<file path="src/rtl/core/msl_pkg.sv">
// ----------------------------------------------------------------------------
// msl_pkg
// Shared widths, defaults, command codes and the calibrated channel centers
// for the multi-channel servo slew limiter.
// ----------------------------------------------------------------------------
package msl_pkg;

  // Default build parameters
  localparam int DefChannels = 16;
  localparam int DefFracBits = 16;

  // Field widths
  localparam int PulseW   = 12;
  localparam int ChanW    = 4;
  localparam int RateW    = 24;
  localparam int ElapsedW = 20;
  localparam int RateFrac = 24;

  // Configuration port
  localparam int CfgIdxW  = 2;
  localparam int CfgDataW = 24;

  localparam logic [CfgIdxW-1:0] CfgMinPulse = 2'd0;
  localparam logic [CfgIdxW-1:0] CfgMaxPulse = 2'd1;
  localparam logic [CfgIdxW-1:0] CfgRate     = 2'd2;

  // Register reset values
  localparam logic [PulseW-1:0] MinPulseRst = 12'd200;
  localparam logic [PulseW-1:0] MaxPulseRst = 12'd410;
  localparam logic [RateW-1:0]  RateRst     = 24'd878;

  // Request function codes
  localparam logic FuncSetTarget = 1'b0;
  localparam logic FuncTick      = 1'b1;

  // Calibrated center pulse of a channel; channels past the sixteenth
  // share one default center.
  function automatic logic [PulseW-1:0] center_pulse(input int unsigned idx);
    logic [PulseW-1:0] c;
    case (idx)
      0:       c = 12'd311;
      1:       c = 12'd308;
      2:       c = 12'd293;
      3:       c = 12'd0;
      4:       c = 12'd313;
      5:       c = 12'd296;
      6:       c = 12'd328;
      7:       c = 12'd0;
      8:       c = 12'd335;
      9:       c = 12'd317;
      10:      c = 12'd325;
      11:      c = 12'd0;
      12:      c = 12'd327;
      13:      c = 12'd309;
      14:      c = 12'd322;
      15:      c = 12'd0;
      default: c = 12'd305;
    endcase
    return c;
  endfunction

endpackage

</file>
<file path="src/rtl/core/msl_if.sv">
// ----------------------------------------------------------------------------
// msl_if
// Valid/ready channels of the servo slew limiter: the request channel
// (set target or tick) and the per-channel result channel.
// ----------------------------------------------------------------------------
interface msl_in_if;
  logic                         valid;
  logic                         ready;
  logic                         func;
  logic [msl_pkg::ChanW-1:0]    channel;
  logic [msl_pkg::PulseW-1:0]   position;
  logic [msl_pkg::ElapsedW-1:0] elapsed_us;

  modport source (output valid, func, channel, position, elapsed_us, input ready);
  modport sink   (input valid, func, channel, position, elapsed_us, output ready);
endinterface

interface msl_out_if;
  logic                       valid;
  logic                       ready;
  logic [msl_pkg::ChanW-1:0]  channel_out;
  logic [msl_pkg::PulseW-1:0] pulse_width;
  logic                       moving;
  logic                       accepted;
  logic                       all_done;
  logic                       last;

  modport source (output valid, channel_out, pulse_width, moving, accepted, all_done, last,
                  input ready);
  modport sink   (input valid, channel_out, pulse_width, moving, accepted, all_done, last,
                  output ready);
endinterface

</file>
<file path="src/rtl/core/multi_servo_slew_limiter.sv">
// ----------------------------------------------------------------------------
// multi_servo_slew_limiter
// Rate-limited pulse positions for a bank of servo channels.
// ----------------------------------------------------------------------------
// Takes one request at a time. A set-target request reads the channel
// entry from the state memory in the accept cycle, then, once the result
// slot is free, checks the pulse window, writes back and loads its result.
// In a tick the step (rate times elapsed) is multiplied and registered in
// the accept cycle while channel 0 is read, then one channel per cycle,
// while the result side does not stall, passes through the memory's single
// read port and write port, reading the next channel while the current one
// is moved and written back. State comes out of reset at the calibrated
// centers at once; there is no clearing pass.
// ----------------------------------------------------------------------------
module multi_servo_slew_limiter #(
  parameter int CHANNELS  = msl_pkg::DefChannels,
  parameter int FRAC_BITS = msl_pkg::DefFracBits
) (
  input  logic                          clk_i,
  input  logic                          rst_ni,
  msl_in_if.sink                        in_req,
  msl_out_if.source                     out_rsp,
  input  logic                          cfg_we_i,
  input  logic [msl_pkg::CfgIdxW-1:0]   cfg_idx_i,
  input  logic [msl_pkg::CfgDataW-1:0]  cfg_wdata_i
);

  localparam int IdxW  = (CHANNELS > 1) ? $clog2(CHANNELS) : 1;
  localparam int PosW  = msl_pkg::PulseW + FRAC_BITS;
  localparam int ProdW = msl_pkg::RateW + msl_pkg::ElapsedW;
  localparam int Shift = msl_pkg::RateFrac - FRAC_BITS;
  localparam int StepW = ProdW - Shift;
  localparam logic [IdxW-1:0] MaxIdx = IdxW'(CHANNELS - 1);

  typedef enum logic [1:0] {
    StIdle,
    StSet,
    StTick
  } state_e;

  // Configuration registers
  logic [msl_pkg::PulseW-1:0] min_q, max_q;
  logic [msl_pkg::RateW-1:0]  rate_q;

  // Sequencer state
  state_e                     state_q, state_d;
  logic [msl_pkg::ChanW-1:0]  chan_q, chan_d;
  logic [msl_pkg::PulseW-1:0] pos_q, pos_d;
  logic                       bad_q, bad_d;
  logic [ProdW-1:0]           prod_q, prod_d;
  logic                       done_q, done_d;
  logic [IdxW-1:0]            idx_q, idx_d;

  // Result register
  logic                       ov_q, ov_d;
  logic [msl_pkg::ChanW-1:0]  och_q, och_d;
  logic [msl_pkg::PulseW-1:0] opw_q, opw_d;
  logic                       omv_q, omv_d;
  logic                       oacc_q, oacc_d;
  logic                       odone_q, odone_d;
  logic                       olast_q, olast_d;

  // Memory ports
  logic                       rd_en, wr_en;
  logic [IdxW-1:0]            rd_addr, wr_addr;
  logic [PosW-1:0]            rd_cur, wr_cur;
  logic [msl_pkg::PulseW-1:0] rd_tgt, wr_tgt;

  // Datapath
  logic                       in_fire, out_free, in_bad;
  logic [StepW-1:0]           step;
  logic [PosW-1:0]            tgt_fix, diff, tick_cur;
  logic                       cur_lt, reach, tick_mv, tick_last;
  logic                       set_acc;
  logic [msl_pkg::PulseW-1:0] set_tgt;
  logic                       set_mv;

  msl_chan_store #(
    .CHANNELS  (CHANNELS),
    .FRAC_BITS (FRAC_BITS)
  ) u_store (
    .clk_i     (clk_i),
    .rst_ni    (rst_ni),
    .rd_en_i   (rd_en),
    .rd_addr_i (rd_addr),
    .rd_cur_o  (rd_cur),
    .rd_tgt_o  (rd_tgt),
    .wr_en_i   (wr_en),
    .wr_addr_i (wr_addr),
    .wr_cur_i  (wr_cur),
    .wr_tgt_i  (wr_tgt)
  );

  // Configuration writes
  always_ff @(posedge clk_i or negedge rst_ni) begin
    if (!rst_ni) begin
      min_q  <= msl_pkg::MinPulseRst;
      max_q  <= msl_pkg::MaxPulseRst;
      rate_q <= msl_pkg::RateRst;
    end else if (cfg_we_i) begin
      case (cfg_idx_i)
        msl_pkg::CfgMinPulse: min_q  <= cfg_wdata_i[msl_pkg::PulseW-1:0];
        msl_pkg::CfgMaxPulse: max_q  <= cfg_wdata_i[msl_pkg::PulseW-1:0];
        msl_pkg::CfgRate:     rate_q <= cfg_wdata_i[msl_pkg::RateW-1:0];
        default: ;
      endcase
    end
  end

  assign in_fire  = in_req.valid && in_req.ready;
  assign out_free = !ov_q || out_rsp.ready;
  assign in_bad   = int'(in_req.channel) >= CHANNELS;

  // Move one channel toward its target by at most one step
  assign step      = prod_q[ProdW-1:Shift];
  assign tgt_fix   = {rd_tgt, {FRAC_BITS{1'b0}}};
  assign cur_lt    = rd_cur < tgt_fix;
  assign diff      = cur_lt ? (tgt_fix - rd_cur) : (rd_cur - tgt_fix);
  assign reach     = StepW'(diff) <= step;
  assign tick_cur  = reach ? tgt_fix
                   : (cur_lt ? (rd_cur + PosW'(step)) : (rd_cur - PosW'(step)));
  assign tick_mv   = rd_cur != tgt_fix;
  assign tick_last = idx_q == MaxIdx;

  // Window check for a new target
  assign set_acc = !bad_q && (pos_q >= min_q) && (pos_q <= max_q);
  assign set_tgt = set_acc ? pos_q : rd_tgt;
  assign set_mv  = rd_cur != {set_tgt, {FRAC_BITS{1'b0}}};

  // Sequencer: read, modify, write back, load the result
  always_comb begin
    state_d = state_q;
    chan_d  = chan_q;
    pos_d   = pos_q;
    bad_d   = bad_q;
    prod_d  = prod_q;
    done_d  = done_q;
    idx_d   = idx_q;
    ov_d    = ov_q && !out_rsp.ready;
    och_d   = och_q;
    opw_d   = opw_q;
    omv_d   = omv_q;
    oacc_d  = oacc_q;
    odone_d = odone_q;
    olast_d = olast_q;
    rd_en   = 1'b0;
    rd_addr = idx_q + IdxW'(1);
    wr_en   = 1'b0;
    wr_addr = idx_q;
    wr_cur  = rd_cur;
    wr_tgt  = rd_tgt;

    case (state_q)
      StIdle: begin
        if (in_fire) begin
          chan_d  = in_req.channel;
          pos_d   = in_req.position;
          bad_d   = in_bad;
          prod_d  = ProdW'(rate_q) * ProdW'(in_req.elapsed_us);
          done_d  = 1'b1;
          idx_d   = '0;
          rd_en   = 1'b1;
          if (in_req.func == msl_pkg::FuncTick) begin
            rd_addr = '0;
            state_d = StTick;
          end else begin
            rd_addr = IdxW'(in_req.channel);
            state_d = StSet;
          end
        end
      end
      StSet: begin
        if (out_free) begin
          wr_en   = set_acc;
          wr_addr = IdxW'(chan_q);
          wr_tgt  = set_tgt;
          ov_d    = 1'b1;
          och_d   = chan_q;
          opw_d   = bad_q ? '0 : rd_cur[PosW-1:FRAC_BITS];
          omv_d   = !bad_q && set_mv;
          oacc_d  = set_acc;
          odone_d = 1'b0;
          olast_d = 1'b1;
          state_d = StIdle;
        end
      end
      StTick: begin
        if (out_free) begin
          wr_en   = 1'b1;
          wr_cur  = tick_cur;
          done_d  = done_q && !tick_mv;
          ov_d    = 1'b1;
          och_d   = msl_pkg::ChanW'(idx_q);
          opw_d   = tick_cur[PosW-1:FRAC_BITS];
          omv_d   = tick_mv;
          oacc_d  = 1'b0;
          odone_d = tick_last && done_q && !tick_mv;
          olast_d = tick_last;
          if (tick_last) begin
            state_d = StIdle;
          end else begin
            idx_d = idx_q + IdxW'(1);
            rd_en = 1'b1;
          end
        end
      end
      default: state_d = StIdle;
    endcase
  end

  // Hold state and the result register
  always_ff @(posedge clk_i or negedge rst_ni) begin
    if (!rst_ni) begin
      state_q <= StIdle;
      idx_q   <= '0;
      done_q  <= 1'b1;
      ov_q    <= 1'b0;
      och_q   <= '0;
      opw_q   <= '0;
      omv_q   <= 1'b0;
      oacc_q  <= 1'b0;
      odone_q <= 1'b0;
      olast_q <= 1'b0;
    end else begin
      state_q <= state_d;
      idx_q   <= idx_d;
      done_q  <= done_d;
      ov_q    <= ov_d;
      och_q   <= och_d;
      opw_q   <= opw_d;
      omv_q   <= omv_d;
      oacc_q  <= oacc_d;
      odone_q <= odone_d;
      olast_q <= olast_d;
    end
  end

  // Hold the request fields and the step product
  always_ff @(posedge clk_i) begin
    chan_q  <= chan_d;
    pos_q   <= pos_d;
    bad_q   <= bad_d;
    prod_q  <= prod_d;
  end

  assign in_req.ready        = state_q == StIdle;
  assign out_rsp.valid       = ov_q;
  assign out_rsp.channel_out = och_q;
  assign out_rsp.pulse_width = opw_q;
  assign out_rsp.moving      = omv_q;
  assign out_rsp.accepted    = oacc_q;
  assign out_rsp.all_done    = odone_q;
  assign out_rsp.last        = olast_q;

  // Read and write of one cycle never touch the same entry
  assert property (@(posedge clk_i) disable iff (!rst_ni)
    rd_en && wr_en |-> rd_addr != wr_addr)
    else $error("read and write collide on one channel entry");

  // One request in flight: ready drops after acceptance
  assert property (@(posedge clk_i) disable iff (!rst_ni)
    in_fire |=> !in_req.ready)
    else $error("request accepted while another is in work");

  // The tick walk stays inside the channel range
  assert property (@(posedge clk_i) disable iff (!rst_ni)
    state_q == StTick |-> idx_q <= MaxIdx)
    else $error("tick index past last channel");

  // Settled flag only rides on the final result
  assert property (@(posedge clk_i) disable iff (!rst_ni)
    ov_q && odone_q |-> olast_q && !oacc_q)
    else $error("all_done on a non-final result");

  // A new result is loaded only into a free slot
  assert property (@(posedge clk_i) disable iff (!rst_ni)
    ov_q && !out_rsp.ready |=> ov_q && $stable(och_q) && $stable(olast_q))
    else $error("pending result overwritten");

endmodule

</file>
<file path="src/rtl/core/msl_chan_store.sv">
// ----------------------------------------------------------------------------
// msl_chan_store
// Per-channel state memory: current position and target pulse in one
// entry, one read port with registered data and one write port. Entries
// never written read back as the calibrated center of their channel.
// ----------------------------------------------------------------------------
module msl_chan_store #(
  parameter int CHANNELS  = msl_pkg::DefChannels,
  parameter int FRAC_BITS = msl_pkg::DefFracBits
) (
  input  logic                                  clk_i,
  input  logic                                  rst_ni,
  input  logic                                  rd_en_i,
  input  logic [((CHANNELS > 1) ? $clog2(CHANNELS) : 1)-1:0] rd_addr_i,
  output logic [msl_pkg::PulseW+FRAC_BITS-1:0]  rd_cur_o,
  output logic [msl_pkg::PulseW-1:0]            rd_tgt_o,
  input  logic                                  wr_en_i,
  input  logic [((CHANNELS > 1) ? $clog2(CHANNELS) : 1)-1:0] wr_addr_i,
  input  logic [msl_pkg::PulseW+FRAC_BITS-1:0]  wr_cur_i,
  input  logic [msl_pkg::PulseW-1:0]            wr_tgt_i
);

  localparam int IdxW  = (CHANNELS > 1) ? $clog2(CHANNELS) : 1;
  localparam int PosW  = msl_pkg::PulseW + FRAC_BITS;
  localparam int WordW = PosW + msl_pkg::PulseW;

  logic [WordW-1:0]    mem [CHANNELS];
  logic [WordW-1:0]    rd_word_q;
  logic [IdxW-1:0]     rd_addr_q;
  logic                rd_vld_q;
  logic [CHANNELS-1:0] vld_q;
  logic [msl_pkg::PulseW-1:0] ctr;

  // Write port
  always_ff @(posedge clk_i) begin
    if (wr_en_i) begin
      mem[wr_addr_i] <= {wr_cur_i, wr_tgt_i};
    end
  end

  // Read port, data registered
  always_ff @(posedge clk_i) begin
    if (rd_en_i) begin
      rd_word_q <= mem[rd_addr_i];
    end
  end

  // Track written entries; reset marks every entry as holding its center
  always_ff @(posedge clk_i or negedge rst_ni) begin
    if (!rst_ni) begin
      vld_q     <= '0;
      rd_vld_q  <= 1'b0;
      rd_addr_q <= '0;
    end else begin
      if (wr_en_i) begin
        vld_q[wr_addr_i] <= 1'b1;
      end
      if (rd_en_i) begin
        rd_vld_q  <= vld_q[rd_addr_i];
        rd_addr_q <= rd_addr_i;
      end
    end
  end

  // Substitute the center for entries never written
  assign ctr      = msl_pkg::center_pulse(int'(rd_addr_q));
  assign rd_cur_o = rd_vld_q ? rd_word_q[WordW-1:msl_pkg::PulseW] : {ctr, {FRAC_BITS{1'b0}}};
  assign rd_tgt_o = rd_vld_q ? rd_word_q[msl_pkg::PulseW-1:0] : ctr;

endmodule
</file>
<file path="src/flat_wrapper.sv">
// flat-port wrapper written by rule: the top's interface ports become plain ports
module multi_servo_slew_limiter_flat 
#(
  parameter int CHANNELS  = msl_pkg::DefChannels,
  parameter int FRAC_BITS = msl_pkg::DefFracBits
)
  (clk_i, rst_ni, cfg_we_i, cfg_idx_i, cfg_wdata_i, in_req_valid, in_req_func, in_req_channel, in_req_position, in_req_elapsed_us, in_req_ready, out_rsp_valid, out_rsp_channel_out, out_rsp_pulse_width, out_rsp_moving, out_rsp_accepted, out_rsp_all_done, out_rsp_last, out_rsp_ready);
  msl_in_if in_req_i ();
  msl_out_if out_rsp_i ();
  input  logic clk_i;
  input  logic rst_ni;
  input  logic cfg_we_i;
  input  logic [msl_pkg::CfgIdxW-1:0] cfg_idx_i;
  input  logic [msl_pkg::CfgDataW-1:0] cfg_wdata_i;
  input wire logic [$bits(in_req_i.valid)-1:0] in_req_valid;
  input wire logic [$bits(in_req_i.func)-1:0] in_req_func;
  input wire logic [$bits(in_req_i.channel)-1:0] in_req_channel;
  input wire logic [$bits(in_req_i.position)-1:0] in_req_position;
  input wire logic [$bits(in_req_i.elapsed_us)-1:0] in_req_elapsed_us;
  output wire logic [$bits(in_req_i.ready)-1:0] in_req_ready;
  output wire logic [$bits(out_rsp_i.valid)-1:0] out_rsp_valid;
  output wire logic [$bits(out_rsp_i.channel_out)-1:0] out_rsp_channel_out;
  output wire logic [$bits(out_rsp_i.pulse_width)-1:0] out_rsp_pulse_width;
  output wire logic [$bits(out_rsp_i.moving)-1:0] out_rsp_moving;
  output wire logic [$bits(out_rsp_i.accepted)-1:0] out_rsp_accepted;
  output wire logic [$bits(out_rsp_i.all_done)-1:0] out_rsp_all_done;
  output wire logic [$bits(out_rsp_i.last)-1:0] out_rsp_last;
  input wire logic [$bits(out_rsp_i.ready)-1:0] out_rsp_ready;
  assign in_req_i.valid = in_req_valid;
  assign in_req_i.func = in_req_func;
  assign in_req_i.channel = in_req_channel;
  assign in_req_i.position = in_req_position;
  assign in_req_i.elapsed_us = in_req_elapsed_us;
  assign in_req_ready = in_req_i.ready;
  assign out_rsp_valid = out_rsp_i.valid;
  assign out_rsp_channel_out = out_rsp_i.channel_out;
  assign out_rsp_pulse_width = out_rsp_i.pulse_width;
  assign out_rsp_moving = out_rsp_i.moving;
  assign out_rsp_accepted = out_rsp_i.accepted;
  assign out_rsp_all_done = out_rsp_i.all_done;
  assign out_rsp_last = out_rsp_i.last;
  assign out_rsp_i.ready = out_rsp_ready;
  multi_servo_slew_limiter #(.CHANNELS(CHANNELS), .FRAC_BITS(FRAC_BITS)) u_core (.clk_i(clk_i), .rst_ni(rst_ni), .in_req(in_req_i), .out_rsp(out_rsp_i), .cfg_we_i(cfg_we_i), .cfg_idx_i(cfg_idx_i), .cfg_wdata_i(cfg_wdata_i));
endmodule
</file>
<file path="config.mk">
export PLATFORM = sky130hd
export DESIGN_NAME = multi_servo_slew_limiter_flat
export DESIGN_NICKNAME = d
export VERILOG_FILES = /design/src/rtl/core/msl_pkg.sv /design/src/rtl/core/msl_if.sv /design/src/rtl/core/multi_servo_slew_limiter.sv /design/src/rtl/core/msl_chan_store.sv /design/src/flat_wrapper.sv
export SDC_FILE = /design/constraint.sdc
export NUM_CORES = 2
export LEC_CHECK = 0
export BUFFER_PORTS_ARGS = -buffer_cell sky130_fd_sc_hd__buf_2
export CAP_MARGIN = 5
export CORE_MARGIN = 2
export CORE_UTILIZATION = 55
export DETAILED_ROUTE_END_ITERATION = 8
export GPL_TIMING_DRIVEN = 0
export PLACE_DENSITY = 0.78
export SYNTH_ARGS = -nofsm -noshare
export SYNTH_HDL_FRONTEND = slang
export SYNTH_HIERARCHICAL = 1
export SYNTH_SLANG_ARGS = --single-unit
</file>
<file path="constraint.sdc">
create_clock -name clk_i -period 9.93 [get_ports clk_i]
set_input_delay 0.993 -clock clk_i [delete_from_list [all_inputs] [get_ports clk_i]]
set_output_delay 0.993 -clock clk_i [all_outputs]
set_load 0.05 [all_outputs]
</file>
==> results.json <==
{
  "status": "finished, final reports clean",
  "path_clk_slew_ns": 0.07,
  "die_h_um": 315,
  "synth_seq_cells": 829,
  "rrSetupSlack_ns": 1.05,
  "async_reset_ff_frac": 0.117,
  "r2r-start": "u_core/u_store/rd_vld_q",
  "ys_warn_count": 6,
  "critical_path_class": "reg2reg",
  "end_kind": "flop",
  "crit_family": "compound AO/OA/AOI/OAI gates",
  "yosysSeqAreaShare": 0.459,
  "clk_latency_ns": 0.67,
  "htree_levels": 3,
  "rows": 114,
  "dieArea_um2": 99300,
  "synth.avg_cell_area_um2": 13.3,
  "grt_max_degree": 56,
  "start_kind": "flop",
  "ctsResizeCount": 0,
  "crit_path_top_delay_cell": "o21ai_1",
  "yosys-top-cells-area": "edfxtp_1, fa_1, mux4_1, ha_1, inv_1",
  "num_vias": 34838,
  "grtUsageTotal": 0.314,
  "setup_viol": 0,
  "gp_congestion": 0.963,
  "slew_headroom": 0.108,
  "setup_tns_ns": 0,
  "cp.required_ns": 10.20,
  "initial_utilization": 0.553,
  "drt_iter0_markers": 4382,
  "synth_top_area_cell": "edfxtp_1",
  "grt_pass1_wl_um": 228000,
  "die_w_um": 315,
  "root_buffer": "clkbuf_16",
  "synth_cell_type_count": 84,
  "worst_pin_slew_ns": 1.33,
  "numClockSinks": 829,
  "cpPeakStageDelay_ns": 1.04,
  "max_cap_violations": 0,
  "ant_nets": 0,
  "finalWirelength_um": 154000,
  "synth_nets": 4725,
  "syn_area_um2": 53300,
  "placed_area_um2": 56500,
  "final_nets": 4972,
  "cts_tree": "built",
  "hp-class": "in2async",
  "finalCritPeriodShare": 0.894,
  "gr-total-overflow": 0,
  "io_buffers": 89,
  "antenna_found_initial": 5,
  "io_pins": 90,
  "fmax_ghz": 0.113,
  "slew_violations": 0,
  "critical_path.max_fanout": 16,
  "dp_hpwl_um": 108000,
  "startpoint": "u_core/u_store/rd_vld_q",
  "cpMostUsedCell": "clkbuf_1",
  "synthTopCellsByCount": "edfxtp_1, inv_1, fa_1",
  "rsz0062_at_grt": "no",
  "finClkSkew_ns": 0.0499,
  "drt_pass1_iterations": 6,
  "post_drt_wl_per_cell_um": 27.5,
  "synth_edf_count": 732,
  "postCtsSetupBuffers": 0,
  "cp_num_buf_inv": 7,
  "finalCriticalPeriod_ns": 8.88,
  "yosysMostFrequentCell": "edfxtp_1",
  "area_growth_pct": 11.5,
  "synth_flop_cell": "edfxtp_1",
  "worst_r2r_path_depth": 26,
  "holdBufCountCts": 0,
  "cts_buffer_depth": 3,
  "hold_slack_ns": 0.352,
  "cts_buffers": 81,
  "drc": 0,
  "final_core_util": 0.617,
  "syn_inst": 4006,
  "layout-drive-gt1-share": 0.124,
  "critPathArrivalTime_ns": 9.15,
  "final_hold_viol_count": 0,
  "yosysTopAreaCellShare": 0.413,
  "stdcell_area_um2": 59400,
  "drt-vias-per-instance": 6.22,
  "coreArea_um2": 96300,
  "grt_pass1_vias": 35713,
  "reg2reg_to": "u_core/u_store/mem[7][39]"
}
## cells in the final DEF (no fill, tap or decap), types with 13 or more instances in the layout
cell       Yosys  final
clkbuf_8      20     27
fa_1         393    393
clkbuf_1     124    136
buf_12         1     18
dfstp_2       16     16
clkbuf_16      0     82
nor4_1        13     13
and2_1       284    284
buf_6         22     47
mux4_1       140    140
edfxtp_1     732    732
mux2i_1       15     15
ha_1         258    258
or2_2         18     18
buf_4          0     22
inv_1        565    564
nor2_1        83     71
mux2_2        47     47
clkinv_2       0     13
nand4_1       21     21
nor3_1        44     40
and3_1        15     15
a211oi_1      14     14
o21ai_1        4     18
a31oi_1       17     17
dfrtp_1       81     81
xnor2_1       86     86
buf_2          4     94
o21ai_0      110     95
a21oi_1      103    103
xor2_1        32     32
o31ai_1       27     16
mux4_2        64     64
nand2_1      380    380
nand2b_1      15     15
a21o_1        62     62
nand3_1       35     35
## kinds of logic after synthesis
kind of cell / synth area share
flip-flops: 0.459
AND/OR/NAND/NOR: 0.0891
AO/OA/AOI/OAI: 0.0554
adder cells (fa/ha/maj): 0.208
XOR/XNOR: 0.0194
multiplexers: 0.109
buffers and inverters: 0.0602
## worst register-to-register path: stages (launching register included)
cell      delay (ns)
dfrtp_1         0.41
clkbuf_1        0.23
buf_1           0.26
a21oi_1         0.70
inv_1           0.32
ha_1            0.37
clkbuf_1        0.36
o21ai_0         0.20
o21ai_1         0.20
a31oi_1         0.15
o21ai_2         0.40
mux2_2          0.42
a221oi_1        0.38
o21ai_0         0.13
a21oi_1         0.20
xnor2_1         0.10
ha_1            0.29
nand4_1         0.07
nor3_1          0.37
inv_1           0.11
nor4_1          0.39
a211o_1         0.24
and2_1          0.14
clkbuf_1        0.37
clkbuf_1        0.48
o21ai_0         0.14
o21ai_1         1.04
## per-layer routing
metal / up-vias / GRT usage / share of wire
met3: 575 / 0.0674 / 0.11
met1: 17470 / 0.396 / 0.36
met2: 2214 / 0.520 / 0.48
met5: - / 0 / 0.000084
met4: 2 / 0.147 / 0.056
li1: 14577 / - / -
## state kept, by name (all words and copies together), names as in the netlist
name,count
u_core/u_store/mem,640
u_core/u_store/rd_word_q,40
u_core/prod_q,36
u_core/rate_q,24
u_core/u_store/vld_q,16
u_core/max_q,12
u_core/min_q,12
u_core/out_rsp.pulse_width,12
u_core/pos_q,12
u_core/chan_q,4
u_core/idx_q,4
u_core/out_rsp.channel_out,4
u_core/u_store/rd_addr_q,4
u_core/state_q,2
u_core/done_q,1
u_core/out_rsp.accepted,1
u_core/out_rsp.all_done,1
u_core/out_rsp.last,1
u_core/out_rsp.moving,1
u_core/out_rsp.valid,1
u_core/u_store/rd_vld_q,1
## metrics by stage
stage / worst slack, ns / std cells
2_1_floorplan: 2.82 / 4006
3_3_place_gp: -1.07 / 5371
3_5_place_dp: 1.18 / 5440
4_1_cts: 1.11 / 5591
5_1_grt: 0.588 / 5597
6_report: 1.05 / 5600
## worst max path at each step
stage | endpoint | slack [ns] | depth (start not counted)
4_1_cts | u_core/u_store/mem[1][35] | 1.11 | 26
3_5_place_dp | u_core/u_store/mem[10][35] | 1.18 | 26
3_3_place_gp | u_core/u_store/vld_q[0] | -1.07 | 13
2_1_floorplan | u_core/prod_q[36] | 2.82 | 23
6_report | u_core/u_store/mem[7][39] | 1.05 | 26
5_1_grt | u_core/u_store/mem[9][39] | 0.59 | 26
## final cells by class
type | count | area, um^2
well taps | 1276 | 1600
flip-flops and latches | 829 | 24400
repair buffers | 164 | 1460
inverters | 565 | 2120
diodes | 3 | 7.51
clock inverters | 51 | 672
clock buffers | 100 | 2180
multi-input cells | 2431 | 25800
plain buffers | 181 | 1080
fillers | 6924 | 36900
Power is not shown: default switching activity piles up to over one toggle a cycle in this logic, so the estimate is an artifact.
